`src/hdl/ephm_pkg.sv`:
```
package ephm_pkg;

    localparam int EXPERTS_DEF    = 128;
    localparam int LAYERS_DEF     = 64;
    localparam int ID_SPACE       = 128;   // expert field is 7 bits
    localparam int CNT_W          = 48;
    localparam int OBS_W          = 16;
    localparam int UNION_W        = 8;
    localparam int RSP_FIFO_DEPTH = 8;

    typedef enum logic [1:0] {
        OP_LOAD   = 2'd0,
        OP_DRAW   = 2'd1,
        OP_UBATCH = 2'd2,
        OP_TOTALS = 2'd3
    } t_opcode;

    typedef enum logic [1:0] {
        KIND_OBS  = 2'd0,
        KIND_UB   = 2'd1,
        KIND_TOT1 = 2'd2,
        KIND_TOT2 = 2'd3
    } t_kind;

    typedef struct packed {
        logic [1:0] opcode;
        logic [5:0] layer;
        logic [6:0] expert;
        logic       pin_value;
        logic       last_draw;
        logic       decode_phase;
    } t_req;

    typedef struct packed {
        logic [1:0]       kind;
        logic [CNT_W-1:0] count_a;
        logic [CNT_W-1:0] count_b;
        logic [CNT_W-1:0] count_c;
        logic [CNT_W-1:0] count_d;
        logic             last;
    } t_rsp;

    // Results produced by one request, handed to the output queue.
    typedef struct packed {
        logic [1:0] n;
        t_rsp       r0;
        t_rsp       r1;
    } t_push;

    function automatic logic [CNT_W-1:0] sat48(input logic [CNT_W-1:0] a,
                                               input logic [CNT_W-1:0] b);
        logic [CNT_W:0] s;
        s = {1'b0, a} + {1'b0, b};
        return s[CNT_W] ? '1 : s[CNT_W-1:0];
    endfunction

endpackage

```
`src/hdl/ephm_out_fifo.sv`:
```
module ephm_out_fifo #(
    parameter int DEPTH = ephm_pkg::RSP_FIFO_DEPTH,
    localparam int PW   = $clog2(DEPTH)
) (
    input  logic            i_clk,
    input  logic            i_rst_n,
    input  ephm_pkg::t_push i_push,
    input  logic            i_stall,
    output logic            o_valid,
    output ephm_pkg::t_rsp  o_rsp,
    output logic [PW:0]     o_count
);
    import ephm_pkg::*;

    t_rsp          r_q [DEPTH];
    logic [PW-1:0] r_wp, r_rp;
    logic [PW:0]   r_cnt;
    logic          pop;

    assign o_valid = (r_cnt != '0);
    assign pop     = o_valid && !i_stall;
    assign o_rsp   = r_q[r_rp];
    assign o_count = r_cnt;

    always_ff @(posedge i_clk) begin
        if (i_push.n != 2'd0) begin
            r_q[r_wp] <= i_push.r0;
        end
        if (i_push.n == 2'd2) begin
            r_q[r_wp + 1'b1] <= i_push.r1;
        end
    end

    always_ff @(posedge i_clk) begin
        if (!i_rst_n) begin
            r_wp  <= '0;
            r_rp  <= '0;
            r_cnt <= '0;
        end else begin
            r_wp  <= r_wp + PW'(i_push.n);
            r_rp  <= r_rp + PW'(pop);
            r_cnt <= r_cnt + (PW+1)'(i_push.n) - (PW+1)'(pop);
        end
    end

endmodule

```
`config.mk`:
```
export PLATFORM = sky130hd
export DESIGN_NAME = ephm_out_fifo
export DESIGN_NICKNAME = d
export VERILOG_FILES = /design/src/hdl/ephm_pkg.sv /design/src/hdl/ephm_out_fifo.sv
export SDC_FILE = /design/constraint.sdc
export NUM_CORES = 2
export LEC_CHECK = 0
export BUFFER_PORTS_ARGS = -buffer_cell sky130_fd_sc_hd__buf_2
export CORE_UTILIZATION = 55
export DETAILED_ROUTE_END_ITERATION = 6
export GPL_TIMING_DRIVEN = 1
export PLACE_DENSITY = 0.8
export SYNTH_ARGS = -nofsm -noshare
export SYNTH_HDL_FRONTEND = slang
export SYNTH_SLANG_ARGS = --single-unit
```
`constraint.sdc`:
```
create_clock -name i_clk -period 15.7 [get_ports i_clk]
set_input_delay 0 -clock i_clk [delete_from_list [all_inputs] [get_ports i_clk]]
set_output_delay 0 -clock i_clk [all_outputs]
set_load 0.02 [all_outputs]
```
==> flow_summary_export.csv <==
group,metric,value,unit
placed_design,dpl_worst_slack,10.31,ns
synth,yosys_warnings,0,
synth,synth_top_cell_area_share,60.5,%
clocking,clockBufferDepth,3,
floorplan,fp.dieH,377,µm
cells_and_area,n_fill_cell,9099,
timing,fin_skew,0.0317,ns
setup_path,cp_cell_sequence,"ha_1 > nor4b_1 > nand2_4 > o21ai_4 > buf_4 > buf_4",
timing,hold_violations,0,
route,ant_nets,0,
setup_path,crit_fanout,57,
worst_hold_path,hold_path.class,"in2reg",
clocking,cts.clk_slew.worst_paths,0.06,ns
setup_path,arrival,5.86,ns
setup_path,cpPeakStageDelay,0.88,ns
synth,yosys-top-cells-area,"edfxtp_1 60%, mux2_2 23%, mux4_2 11%",
grt,grt_max_degree,128,
timing,totalNegativeSetupSlack,0,ns
timing,slew_headroom,17.3,%
synth,yosys.area.top_type,"edfxtp_1",
cells_and_area,utilization,66.9,%
cells_and_area,layout.nets,5616,
pwr,powerDensity,125,mW/mm²
setup_path,critPathLaunchType,"flop",
floorplan,num_rows,137,
pwr,ir_worst_vdd,0.113,mV
timing,fin_crit_sh,34.6,%
clocking,clkSinkCount,1570,
synth,seq_area_frac_synth,60.7,%
synth,async_reset_ff_share,0,%
setup_path,slowest_stage,"buf_4",
placed_design,gp_congestion,0.814,
route,viasPerCell,6.18,
cells_and_area,drive_above_1_share,53.7,%
route,wl_per_cell,28.2,µm
floorplan,die_area,0.142,mm²
grt,grt_remaining_overflow,0,
grt,grt_pass1_vias,47861,
cells_and_area,final_cells,7254,
route,drc,0,
timing,drv_slew,0,
synth,ys_seq_elements,1570,
job,maxCapViolCount,0,
clocking,cts_resized,0,
grt,grt_pass1_wl,303000,µm
setup_path,end_kind,"flop",
placed_design,place_inst,6327,
floorplan,die_w,377,µm
setup_path,crit_type,"reg2reg",
placed_design,io_buffers,594,
timing,final.min_clock_period,5.43,ns
placed_design,hpwl,109000,µm
synth,synth_area,0.0774,mm²
grt,track_usage,28.6,%
floorplan,core_area,0.140,mm²
timing,rsz0062_at_grt,"no",
timing,setup_viol,0,
synth,avgSynthCellArea,19.0,µm²
status,status,"finished, final reports clean",
pwr,power.leakage,31.4,nW
timing,layout_setup_ws,10.27,ns
route,drt-pass1-iter-count,5,
clocking,clock_latency,0.80,ns
synth,synth_top_flop_cell,"edfxtp_1",
timing,tightest_slew,1.24,ns
timing,fmax,0.184,GHz
route,via_count,44846,
setup_path,crit_top_cell,"buf_4",
pwr,total_power,11.7,mW
floorplan,start_util,55.5,%
setup_path,crit_required,16.12,ns
floorplan,ios,595,
clocking,cts_tree,"yes",
clocking,cts_inserted_buffers,165,
cells_and_area,synthToLayoutAreaGrowth,20.5,%
synth,syn_nets,4473,
grt,antenna_found_initial,50,
synth,ys_types,34,
synth,synth_enable_flop_cells,1560,
clocking,clockRootBuffer,"clkbuf_16",
route,wirelength,205000,µm
route,drt_iter0_drc,3666,
synth,syn_inst,4066,
clocking,cts.htree.levels,4,
==> per-stage QoR <==
step                instance area [µm²]  hold slack [ns]
finish                            93300            0.121
global route                      93300            0.106
CTS                               93200           0.0337
detailed placement                82300            0.350
global placement                  82300            0.345
floorplan                         77500            0.155
==> logic make-up after synthesis <==
| group | count (synthesis) | share of synthesized area (%) |
|---|---|---|
| fa+ha+maj | 12 | 0.213 |
| compound gates | 13 | 0.100 |
| simple gates | 28 | 0.210 |
| xor+xnor | 5 | 0.0760 |
| flops | 1570 | 60.7 |
| mux | 2146 | 36.9 |
| buf+inv | 292 | 1.78 |
==> flip-flops by register name, indices dropped and copies added, names as in the netlist <==
register and flops:
o_count 4, r_q 1560, r_wp 3, r_rp 3
==> critical path: cells and delay by family, from the launching register on <==
kind	cells	cell delay (ns)
buf+inv	2	1.66
compound gates	1	0.74
simple gates	2	1.55
flops	1	0.51
fa+ha+maj	1	0.40
==> power breakdown <==
part           leakage [nW]  internal, mW  switching, mW
Combinational          14.6          1.23           1.54
Clock                  2.44          2.06           1.65
Sequential             14.4          5.06          0.120
==> layout by cell type, fill, tap and decap left out, drive strengths merged, types with 2 or more instances in the layout <==
cell / synthesis / final
nand3: 2 / 2
nand2: 8 / 8
mux2: 1755 / 1755
o21ai: 5 / 5
clkbuf: 78 / 217
dfxtp: 10 / 10
fa: 2 / 2
xnor2: 3 / 3
o31ai: 2 / 2
mux4: 390 / 390
and2: 7 / 7
o22ai: 2 / 2
edfxtp: 1560 / 1560
clkinv: 0 / 71
buf: 202 / 665
nor2: 3 / 3
nor2b: 2 / 2
dlygate4sd3: 0 / 591
xor2: 2 / 2
nand2b: 2 / 2
diode: 0 / 37
bufinv: 0 / 5
ha: 10 / 10
a21oi: 2 / 2
inv: 12 / 18
==> layer usage <==
layer | share of wire [%] | up-vias | wire length, µm | GRT usage, %
li1 | - | 19159 | - | -
met1 | 38 | 23341 | 78500 | 36.2
met2 | 51 | 1889 | 104000 | 48.8
met3 | 7.0 | 427 | 14200 | 5.09
met4 | 3.6 | 30 | 7400 | 11.7
met5 | 0.084 | - | 172 | 0
==> path summary, 6_finish.rpt <==
| kind | start | to | slack [ns] | cells past startpoint |
|---|---|---|---|---|
| min | i_rst_n | o_count[1] | 0.12 | 3 |
| max reg2reg | r_wp[1] | r_q[5][107] | 10.27 | 6 |
| max | r_wp[1] | r_q[5][107] | 10.27 | 6 |
| min reg2reg | o_count[3] | o_count[3] | 0.71 | 4 |
==> Yosys cell counts, types with 2 or more instances <==
cell type and n:
a21oi_1 2, and2_1 7, buf_1 10, buf_2 176, buf_4 16, clkbuf_1 78
dfxtp_1 10, edfxtp_1 1560, fa_1 2, ha_1 10, inv_1 12, mux2_1 168
mux2_2 1587, mux4_2 390, nand2_1 8, nand2b_1 2, nor2_1 3, nor2b_1 2
o21ai_0 5, o22ai_1 2, o31ai_1 2, xnor2_1 2
==> final cells by class <==
cell class / count / area [µm²] / share of cell area, %
clock buffer: 217 / 4390 / 4.70
multi-input combinational: 2204 / 29200 / 31.3
antenna: 37 / 92.6 / 0.0993
sequential: 1570 / 47100 / 50.4
tap: 1876 / 2350 / 2.52
clock inverter: 82 / 634 / 0.680
timing repair buffer: 1256 / 9530 / 10.2
inverter: 12 / 45.0 / 0.0483
==> timing repair <==
action,CTS,global route
hold buffers,591,0
setup buffers,0,0
setup endpoints to repair,0,0
hold endpoints to repair,1570,0
Power figures use the tool's default switching activity.
